### src/hdl/ttps_pkg.sv
// ----------------------------------------------------------------------------
// ttps_pkg
// Types, constants and helpers for the transposition table probe/store block.
// ----------------------------------------------------------------------------
package ttps_pkg;

	// table geometry; ENTRIES is a power of two so the slot is the low key bits
	localparam int ENTRIES = 4096;
	localparam int IDX_W   = $clog2(ENTRIES);

	localparam int MATE_VALUE = 30000;
	localparam int MAX_DEPTH  = 64;
	localparam int MATE_LIMIT = MATE_VALUE - MAX_DEPTH;

	// score plus or minus ply fits in 18 signed bits
	localparam int SCORE_X_W = 18;
	localparam logic signed [SCORE_X_W-1:0] MATE_LIM_X = SCORE_X_W'(MATE_LIMIT);

	localparam logic CMD_PROBE = 1'b0;
	localparam logic CMD_STORE = 1'b1;

	localparam logic [1:0] BOUND_EXACT = 2'd0;
	localparam logic [1:0] BOUND_UPPER = 2'd1;
	localparam logic [1:0] BOUND_LOWER = 2'd2;

	typedef struct packed {
		logic               command;
		logic [63:0]        position_key;
		logic [6:0]         search_depth;
		logic [9:0]         ply_count;
		logic signed [15:0] alpha_bound;
		logic signed [15:0] beta_bound;
		logic signed [15:0] store_score;
		logic [1:0]         bound_kind;
		logic [15:0]        new_move;
	} req_t;

	typedef struct packed {
		logic               key_match;
		logic               cutoff;
		logic signed [15:0] cut_score;
		logic [15:0]        found_move;
		logic               written;
	} rsp_t;

	typedef struct packed {
		logic [63:0]        key;
		logic signed [15:0] score;
		logic [6:0]         depth;
		logic [1:0]         kind;
		logic [15:0]        move;
	} entry_t;

	// controller -> datapath
	typedef struct packed {
		logic clear;    // write one cleared slot, advance sweep counter
		logic capture;  // latch the request
		logic read;     // read the addressed slot
		logic commit;   // write back (store) and load the result register
	} ctl_cmd_t;

	// datapath -> controller
	typedef struct packed {
		logic clr_last;
	} dp_sts_t;

	function automatic logic signed [15:0] sat16(input logic signed [SCORE_X_W-1:0] v);
		if (v > 18'sd32767)
			return 16'sh7fff;
		else if (v < -18'sd32768)
			return 16'sh8000;
		else
			return v[15:0];
	endfunction

endpackage

### src/hdl/ttps_ctrl.sv
// ----------------------------------------------------------------------------
// ttps_ctrl
// Sequencer: clearing sweep, then accept / read / evaluate per item.
// ----------------------------------------------------------------------------
module ttps_ctrl import ttps_pkg::*; (
	input  logic     clk,
	input  logic     arst_n,
	input  logic     req_valid,
	output logic     req_stall,
	output logic     rsp_valid,
	input  logic     rsp_stall,
	output ctl_cmd_t cmd,
	input  dp_sts_t  sts
);

	localparam logic [1:0] ST_CLEAR = 2'd0;
	localparam logic [1:0] ST_IDLE  = 2'd1;
	localparam logic [1:0] ST_READ  = 2'd2;
	localparam logic [1:0] ST_EXEC  = 2'd3;

	logic [1:0] state_q, state_d;
	logic       out_valid_q;
	logic       commit;

	assign req_stall = (state_q != ST_IDLE);
	assign rsp_valid = out_valid_q;

	// result register is free or emptying this cycle
	assign commit = (state_q == ST_EXEC) && (!out_valid_q || !rsp_stall);

	always_comb begin
		cmd.clear   = (state_q == ST_CLEAR);
		cmd.capture = (state_q == ST_IDLE) && req_valid;
		cmd.read    = (state_q == ST_READ);
		cmd.commit  = commit;
	end

	always_comb begin
		state_d = state_q;
		case (state_q)
			ST_CLEAR: begin
				if (sts.clr_last)
					state_d = ST_IDLE;
			end
			ST_IDLE: begin
				if (req_valid)
					state_d = ST_READ;
			end
			ST_READ: begin
				state_d = ST_EXEC;
			end
			ST_EXEC: begin
				if (commit)
					state_d = ST_IDLE;
			end
			default: begin
				state_d = ST_CLEAR;
			end
		endcase
	end

	always_ff @(posedge clk or negedge arst_n) begin
		if (!arst_n) begin
			state_q     <= ST_CLEAR;
			out_valid_q <= 1'b0;
		end else begin
			state_q <= state_d;
			if (commit)
				out_valid_q <= 1'b1;
			else if (!rsp_stall)
				out_valid_q <= 1'b0;
		end
	end

endmodule

### config.mk
export PLATFORM = sky130hd
export DESIGN_NAME = ttps_ctrl
export DESIGN_NICKNAME = d
export VERILOG_FILES = /design/src/hdl/ttps_pkg.sv /design/src/hdl/ttps_ctrl.sv
export SDC_FILE = /design/constraint.sdc
export NUM_CORES = 1
export LEC_CHECK = 0
export BUFFER_PORTS_ARGS = -buffer_cell sky130_fd_sc_hd__clkbuf_2
export CORE_AREA = 4 4 41 43
export DETAILED_ROUTE_END_ITERATION = 7
export DIE_AREA = 0 0 45 47
export GPL_ROUTABILITY_DRIVEN = 0
export PLACE_DENSITY = 0.42
export SLEW_MARGIN = 20
export SYNTH_ARGS = -nofsm -noshare
export SYNTH_HDL_FRONTEND = slang
export SYNTH_SLANG_ARGS = --single-unit
### constraint.sdc
create_clock -name clk -period 3.3 [get_ports clk]
set_input_delay 0.165 -clock clk [delete_from_list [all_inputs] [get_ports clk]]
set_output_delay 0.165 -clock clk [all_outputs]
set_load 0.05 [all_outputs]
==> results.md, run 1 <==
Placed design:
- The number of input and output port buffers inserted is 10.
- The HPWL after detailed placement is 428.6 um.

Global route:
- For this run the aggregate overflow at the end of global routing stands at 0.
- The via count of the first global-routing pass is 171.
- Across every metal layer, demand over resource in global routing totals 0.05301.
- Entering global routing, the biggest net connects 5 pins.
- The number of antenna violations at the first check in global routing came to 0.
- The first global-routing pass estimated 703 um of wire.

Status:
- The run finished with clean final reports.

Timing:
- The final count of pins violating max slew was 0.
- The final count of hold timing violations came to 0.
- On the final layout, the worst hold slack is 0.1900 ns.
- Across the routed clock network, the largest skew measured is 0.0006281 ns.
- Setup repair after global routing left no endpoint under its margin.
- Counting I/O delays and the setup requirement, the final critical path takes 1.542 ns.
- The total negative setup slack is 0 ns.
- The tightest slew margin relative to the limit is 0.8123.
- The final count of negative-setup-slack endpoints is 0.
- The pin slew with the least headroom to its limit is 0.2828 ns.
- Timing would allow up to 648.7 MHz.
- Dividing the final minimum period by the clock period gives 0.4671.

Worst setup path:
- STA classifies the critical path endpoint as an output pin.
- Along the worst path, the maximum fanout reaches 4.
- For the worst setup path, the data arrival time is 1.38 ns.
- The class of the most critical setup path is flop to output pin.
- The critical-path cell with the highest stage delay is dfrtp_1.
- In this design, the stage delay of the slowest critical-path cell is 0.41 ns.
- The critical path launch point is state_q[1].
- STA classifies the critical path startpoint as a flop.
- The critical path goes through inv_1 -> ha_1 -> and2_2 -> clkbuf_2.
- Data on the critical path is required at its endpoint by 3.13 ns.
- The launching point of the worst reg2reg path is state_q[1].

Synthesis:
- In this run, synthesis inferred 0 flip-flops with an integrated enable.
- The biggest area contributor in the post-synthesis netlist is dfrtp_1.
- For this run, the register share of the synthesized area comes to 0.3226.
- During synthesis, Yosys emitted a total of 0 warnings.
- After synthesis, the netlist uses 13 different library cells.
- Counting flops and latches in the post-synthesis netlist gives 3.
- The top-area cell type share of the netlist area is 0.3226.
- For this run, the leading register cell type out of synthesis is dfrtp_1.
- Among all cell types in the netlist, the one instantiated most often is ha_1.
- The post-synthesis instance area is 232.7 um^2.
- Of all flip-flops after synthesis, the portion carrying an async set or reset was 1.000.
- The post-synthesis cell count is 19.
- Synthesis produced a netlist with a net count of 28.
- The synthesized area divided by synthesized cell count is 12.25 um^2.
- In the synthesized netlist, the cells that appear most often are 4 x ha_1, 3 x dfrtp_1, 2 x inv_1.
- By area the synthesized netlist is led by dfrtp_1 32%, ha_1 22%, o221ai_4 11%.

Layout:
- The number of antenna cells inserted is 0.
- The share of post-route cells with drive strength above 1 is 0.5758.
- Fill cells in the final layout number 156.
- The count of nets after finishing is 43.
- The layout overhead on the synthesized area is 41.94%.

Detailed routing:
- The routed design uses 217 um of met2 wire.
- For this run, the detailed router's first-pass iteration total came to 1.
- The number of DRC markers after the initial detailed-route iteration is 0.
- The post-detailed-route wirelength per cell is 9.542 um.
- Routed signal wires occupy layers up through met3.
- The via-per-instance ratio is 3.708.
- The total wire length is 458 um.
- The count of unresolved DRC violations after routing is 0.
- The sum of met3 wire segment lengths after detailed routing is 59 um.
- The via count of the routed design is 178.
- After detailed routing, the wire length on met1 is 181 um.
- The remaining number of nets flagged by the antenna check after routing is 0.

Floorplan:
- The starting utilization of the core area is 0.1788.
- The placeable core region is 1301 um^2.
- The area enclosed by the die boundary is 2115 um^2.
- The I/O pin count is 11.
- The die width is 45 um.
- The floorplan step set the die height to 47 um.
- Row generation in the floorplan step produced 13 rows.

Clocking:
- After clock tree synthesis, the clock-pin slew on the worst setup and hold paths is 0.03 ns.
- CTS placed an instance of clkbuf_4 at the clock tree root.
- TritonCTS built the clock tree.
- In this run the post-CTS setup repair buffer count came out at 0.
- Buffers inserted during clock tree synthesis total 3.
- The worst-case clock buffer depth is 2.
- The H-tree depth reported by CTS is 1.
- The clock insertion delay at the later pin of the skew report is 0.23 ns.
- The number of clock sinks seen by CTS is 3.

Worst hold path:
- The startpoint identified for the worst hold timing path is rsp_stall.
- The path class of the tightest hold or removal check is input port to flop.

Job:
- Across the run, the number of max-cap violations was 0.
-- per-layer routing --
layer | vias up | GRT usage
li1 | 91 | -
met2 | 7 | 0.08192
met5 | - | 0
met3 | 0 | 0.04598
met1 | 80 | 0.04566
met4 | 0 | 0.03509
-- cells in the final DEF, fill, tap and decap left out, drive strengths merged, types with 3 or more instances in the layout --
| master | Yosys | layout |
|---|---|---|
| clkbuf | 0 | 14 |
| dfrtp | 3 | 3 |
| inv | 3 | 3 |
| ha | 4 | 4 |
-- sequential cells by signal (all words and copies together), names as in the netlist --
register,flops
rsp_valid,1
state_q,2
-- what timing repair did --
action | in CTS | in global routing
resized for setup | 0 | 0
hold endpoints to repair | 3 | 0
hold buffers | 1 | 0
-- path summary, 6_finish.rpt --
path | end | slack (ns) | cells after the start
worst max-delay path | cmd[2] | 1.76 | 4
worst min-delay path | rsp_valid | 0.19 | 2
worst max register to register | state_q[1] | 1.86 | 5
worst min register to register | rsp_valid | 0.53 | 1
max in group asynchronous | rsp_valid | 2.92 | 2
min in group asynchronous | state_q[1] | 0.26 | 2
-- final cells by class --
type / instances / area [um^2] / share of cell area
Sequential cell: 3 / 75.07 / 0.2273
Clock buffer: 4 / 26.28 / 0.07955
Tap cell: 15 / 18.77 / 0.05682
Inverter: 4 / 16.27 / 0.04924
Timing Repair Buffer: 11 / 60.06 / 0.1818
Multi-Input combinational cell: 11 / 133.9 / 0.4053
-- metrics by stage --
step / instances / worst slack (ns) / area (um^2) / utilization
6_report: 48 / 1.758 / 330.3 / 0.2538
5_1_grt: 48 / 1.689 / 330.3 / 0.2538
4_1_cts: 48 / 1.736 / 330.3 / 0.2538
3_5_place_dp: 43 / 1.848 / 294.0 / 0.2260
3_3_place_gp: 43 / 1.903 / 294.0 / 0.2260
2_1_floorplan: 19 / 1.556 / 232.7 / -
-- cells by family after synthesis --
| logic type | after synthesis | synth area share |
|---|---|---|
| buf+inv | 5 | 0.1021 |
| fa+ha+maj | 4 | 0.2151 |
| compound gates | 3 | 0.1775 |
| flops | 3 | 0.3226 |
| mux | 2 | 0.1075 |
| simple gates | 2 | 0.07528 |
-- worst max-delay path: cells and delay by family, from the launching register on --
family                     cells  cell delay [ns]
and+or+nand+nor                1             0.16
buffers and inverters          2             0.36
DFF                            1             0.41
adders and majority gates      1             0.22
Power of run 1 is not shown: default switching activity piles up to over one toggle a cycle in this logic, so the estimate is an artifact.
==> run 2, diff against run 1 <==
--- a/config.mk
+++ b/config.mk
@@ -5,12 +5,13 @@
 export SDC_FILE = /design/constraint.sdc
 export NUM_CORES = 1
 export LEC_CHECK = 0
+export ABC_AREA = 1
 export BUFFER_PORTS_ARGS = -buffer_cell sky130_fd_sc_hd__clkbuf_2
 export CORE_AREA = 4 4 41 43
 export DETAILED_ROUTE_END_ITERATION = 7
 export DIE_AREA = 0 0 45 47
 export GPL_ROUTABILITY_DRIVEN = 0
-export PLACE_DENSITY = 0.42
+export PLACE_DENSITY = 0.44
 export SLEW_MARGIN = 20
 export SYNTH_ARGS = -nofsm -noshare
 export SYNTH_HDL_FRONTEND = slang
==> constraint.sdc (replaced) <==
create_clock -name clk -period 1.28 [get_ports clk]
set_input_delay 0.064 -clock clk [delete_from_list [all_inputs] [get_ports clk]]
set_output_delay 0.064 -clock clk [all_outputs]
set_load 0.05 [all_outputs]
==> run 2 against run 1 <==
Against the previous run: clock skew grew 0.0011 ns; cell count rose by 27%; synthesized cell count rose by 53%; critical path depth is 1 higher; die area did not move; worst setup slack worse by 1.7 ns; synthesized area grew 1.1%; via count grew 31%; non-clock buffer count up 3; critical endpoint unchanged; largest cell class unchanged.
==> results.md, run 2 <==
Layout:
- In the layout the commonest cells are 7 x nand2_1, 5 x inv_1, 5 x clkbuf_2, 5 x buf_4.
- The layout overhead on the synthesized area is 66.49%.
- state_q holds more flip-flops than any other register.
- The count of nets after finishing is 56 (+30%).
- The number of antenna cells inserted came to 0 (unchanged).
- The share of post-route cells with drive strength above 1 was 0.5652 (-0.01054).
- The library cell used most frequently in the layout, excluding fill and tap cells, is nand2_1.
- The share of the core filled with cells came to 0.3010 (+0.04712).
- The number of flip-flops under the largest register name is 2 (unchanged).
- The fill cell instance count of the final layout came to 148 (-5.1%).

Detailed routing:
- The remaining number of nets flagged by the antenna check after routing is 0 (unchanged).
- The post-detailed-route wirelength per cell is 8.115 um (-15%).
- The via count of the routed design is 234 (+31%).
- The total wire length was 495 um (+8.1%).
- The number of DRC markers after the initial detailed-route iteration is 3 (+3).
- The via-per-instance ratio came to 3.836 (+3.4%).
- The iteration count of the initial detailed-routing pass is 2 (+1).
- The count of unresolved DRC violations after routing is 0 (unchanged).

Worst hold path:
- The worst hold path startpoint is rsp_stall.
- The path type of the worst min-delay path is input port to flop.

Synthesis:
- The distinct cell type count after synthesis is 9 (-4).
- The number of enable-type register cells in the synthesized netlist came to 0 (unchanged).
- After synthesis, the most frequently instantiated cells are 7 x inv_1, 7 x nand2_1, 4 x ha_1, 3 x dfrtp_1.
- The post-synthesis instance area is 235.2 um^2 (+1.1%).
- The flip-flop and latch count after synthesis came to 3 (unchanged).
- In the synthesized netlist the dominant register cell turns out to be dfrtp_1.
- The cell taking the most area after synthesis is dfrtp_1.
- After synthesis, the cell types taking the most area are dfrtp_1 32%, ha_1 21%, inv_1 11%.
- The share of synthesized registers carrying an async set or reset was 1.000 (unchanged).
- The synthesized area divided by synthesized cell count is 8.111 um^2 (-34%).
- The Yosys warning count is 0 (unchanged).
- The post-synthesis net count came to 38 (+36%).
- The sequential-to-total area share from yosys stat was 0.3191 (-0.003432).
- The top-area cell type share of the netlist area is 0.3191 (-0.003432).
- The post-synthesis cell count is 29 (+10).

Clocking:
- The number of CTS-inserted buffers was 3 (unchanged).
- The clock transition at the register clock pins on the worst setup and hold paths after CTS is 0.04 ns (about the same).
- The H-tree depth reported by CTS is 1 (unchanged).
- The clock insertion delay at the later pin of the skew report is 0.23 ns (about the same).
- The number of clock sinks seen by CTS came to 3 (unchanged).
- The TritonCTS clock tree is built.
- The worst-case clock buffer depth is 2 (unchanged).
- The library cell used as clock root buffer is clkbuf_4.

Global route:
- The largest net degree at the start of global routing is 5 (unchanged).
- The aggregate global-route resource usage came to 0.06815 (+0.01514).
- The via count of the first global-routing pass is 229 (+34%).
- The first-pass GRT wire length was 945 um (+34%).
- The global-route congestion overflow total is 0 (unchanged).
- The number of antenna violations at the first check in global routing is 0 (unchanged).

Worst setup path:
- The nature of the critical path startpoint is a flop.
- The worst path arrival time came to 1.17 ns (-0.21 ns).
- The signal on the critical path passes through inv_2 -> ha_2 -> nand2_1 -> inv_1 -> buf_8.
- The required time of the critical path was 1.22 ns (-1.91 ns).
- In this run the worst setup path begins at state_q[1].
- The total number of cells along the worst setup path is 5 (+1).
- Following the worst setup path forward leads to its endpoint at cmd[2].
- The slowest stage of the critical path belongs to the cell dfrtp_1.
- The combined buffer and inverter count along the critical path was 3 (+1).
- The highest fanout seen on the critical path is 4 (unchanged).
- The top cell family by delay on the critical path is flip-flops.
- The class of the most critical setup path is flop to output pin.
- The slack of the worst reg-to-reg path is 0.15 ns (-1.71 ns).
- The length in cells of the worst reg-to-reg path is 6 (+1).
- The endpoint identified for the worst register-to-register timing path is state_q[1].
- The endpoint class of the critical path is an output pin.
- The worst register-to-register path begins at state_q[1].
- The peak per-stage delay on the critical path is 0.41 ns (about the same).

Timing:
- The largest clock skew in the final design is 0.001728 ns (+0.001100 ns).
- The final count of pins violating max slew came to 0 (unchanged).
- The final count of hold timing violations is 0 (unchanged).
- The pin slew with the least headroom to its limit is 0.2751 ns (-0.007722 ns).
- In the finished design, the share of the clock period the worst path needs comes to 0.9654.
- The worst-case setup margin in the final layout came to 0.04435 ns (-1.714 ns).
- For this run, the top clock speed supported by timing is 809.3 MHz.
- Counting I/O delays and the setup requirement, the final critical path takes 1.236 ns.
- The final count of negative-setup-slack endpoints is 0 (unchanged).
- The tightest slew margin relative to the limit is 0.8174 (+0.005127).
- Setup repair after global routing could not meet its margin everywhere.

Placed design:
- The half-perimeter wire length after placement is 367 um (-14%).
- The pre-CTS worst setup slack is 0.1604 ns (-1.688 ns).
- The number of input and output port buffers inserted was 10 (unchanged).

Floorplan:
- The placeable core region is 1301 um^2 (unchanged).
- The starting utilization of the core area is 0.1808 (+0.001924).
- The floorplan die height came to 47 um (unchanged).
- The I/O pin count was 11 (unchanged).
- The area enclosed by the die boundary is 2115 um^2 (unchanged).
- The die width is 45 um (unchanged).
- The number of rows created at floorplan was 13 (unchanged).

Job:
- The max-capacitance violation count is 0 (unchanged).

Status:
- The run finished with clean final reports.
## run 2: cell types whose count changed in the layout (fill, tap and decap cells not counted), sizes merged, moves of 2 or more
cell,previous run,this run
inv,3,7
nand4,0,2
nand2,0,9
buf,0,8
clkbuf,14,9
## run 2: layout make-up
type / count / area (um^2) / area share
Sequential cell: 3 / 75.07 / 0.1917
Tap cell: 15 / 18.77 / 0.04792
Timing Repair Buffer: 14 / 107.6 / 0.2748
Inverter: 7 / 26.28 / 0.06709
Multi-Input combinational cell: 18 / 137.6 / 0.3514
Clock buffer: 4 / 26.28 / 0.06709
## run 2: what timing repair did
action / 4_1_cts / 5_1_grt
pin swaps: 1 / 0
resized for setup: 9 / 8
hold buffers: 1 / 0
hold endpoints to repair: 3 / 0
endpoints found under the setup margin: 3 / 5
buffers inserted: 2 / 1
## run 2: per-layer routing
metal	GRT usage	vias to the layer above	part of all wire
met5	0	-	0
met4	0.03509	0	0
met3	0.05747	0	0.11
met2	0.09040	10	0.41
met1	0.07569	102	0.48
li1	-	122	-
## run 2: logic make-up (layout without fill, tap and decap cells)
group                    after synthesis  after routing  share of synthesized area
AO/OA/AOI/OAI                          1              1                    0.02126
flip-flops                             3              3                     0.3191
AND/OR/NAND/NOR                       13             13                     0.3032
buffers and inverters                  8             25                     0.1436
adder cells (fa/ha/maj)                4              4                     0.2128
## run 2: metrics by stage
| stage | TNS [ns] | instances | hold slack, ns | instance area (um^2) |
|---|---|---|---|---|
| after floorplan | 0 | 29 | -0.2316 | 237.7 |
| after global placement | 0 | 53 | -0.1331 | 299.0 |
| after detailed placement | 0 | 53 | -0.1346 | 299.0 |
| after CTS | 0 | 60 | 0.08943 | 379.1 |
| after global routing | -0.08726 | 61 | 0.1160 | 391.6 |
| final | 0 | 61 | 0.09452 | 391.6 |
## run 2: worst min-delay path by stage
| stage | endpoint | cells past startpoint |
|---|---|---|
| after global placement | rsp_valid | 1 |
| after global routing | rsp_valid | 3 |
| final | rsp_valid | 3 |
| after floorplan | rsp_valid | 0 |
| after detailed placement | rsp_valid | 1 |
| after CTS | rsp_valid | 3 |
## run 2: worst reg2reg max path, cell delays in order (launching register included)
cell and delay (ns):
dfrtp_1 0.41, ha_2 0.21, buf_4 0.13, nand3_2 0.08, nand3_2 0.07, nand2_1 0.06
nand2_1 0.05
Power of run 2 is left out for the same reason.
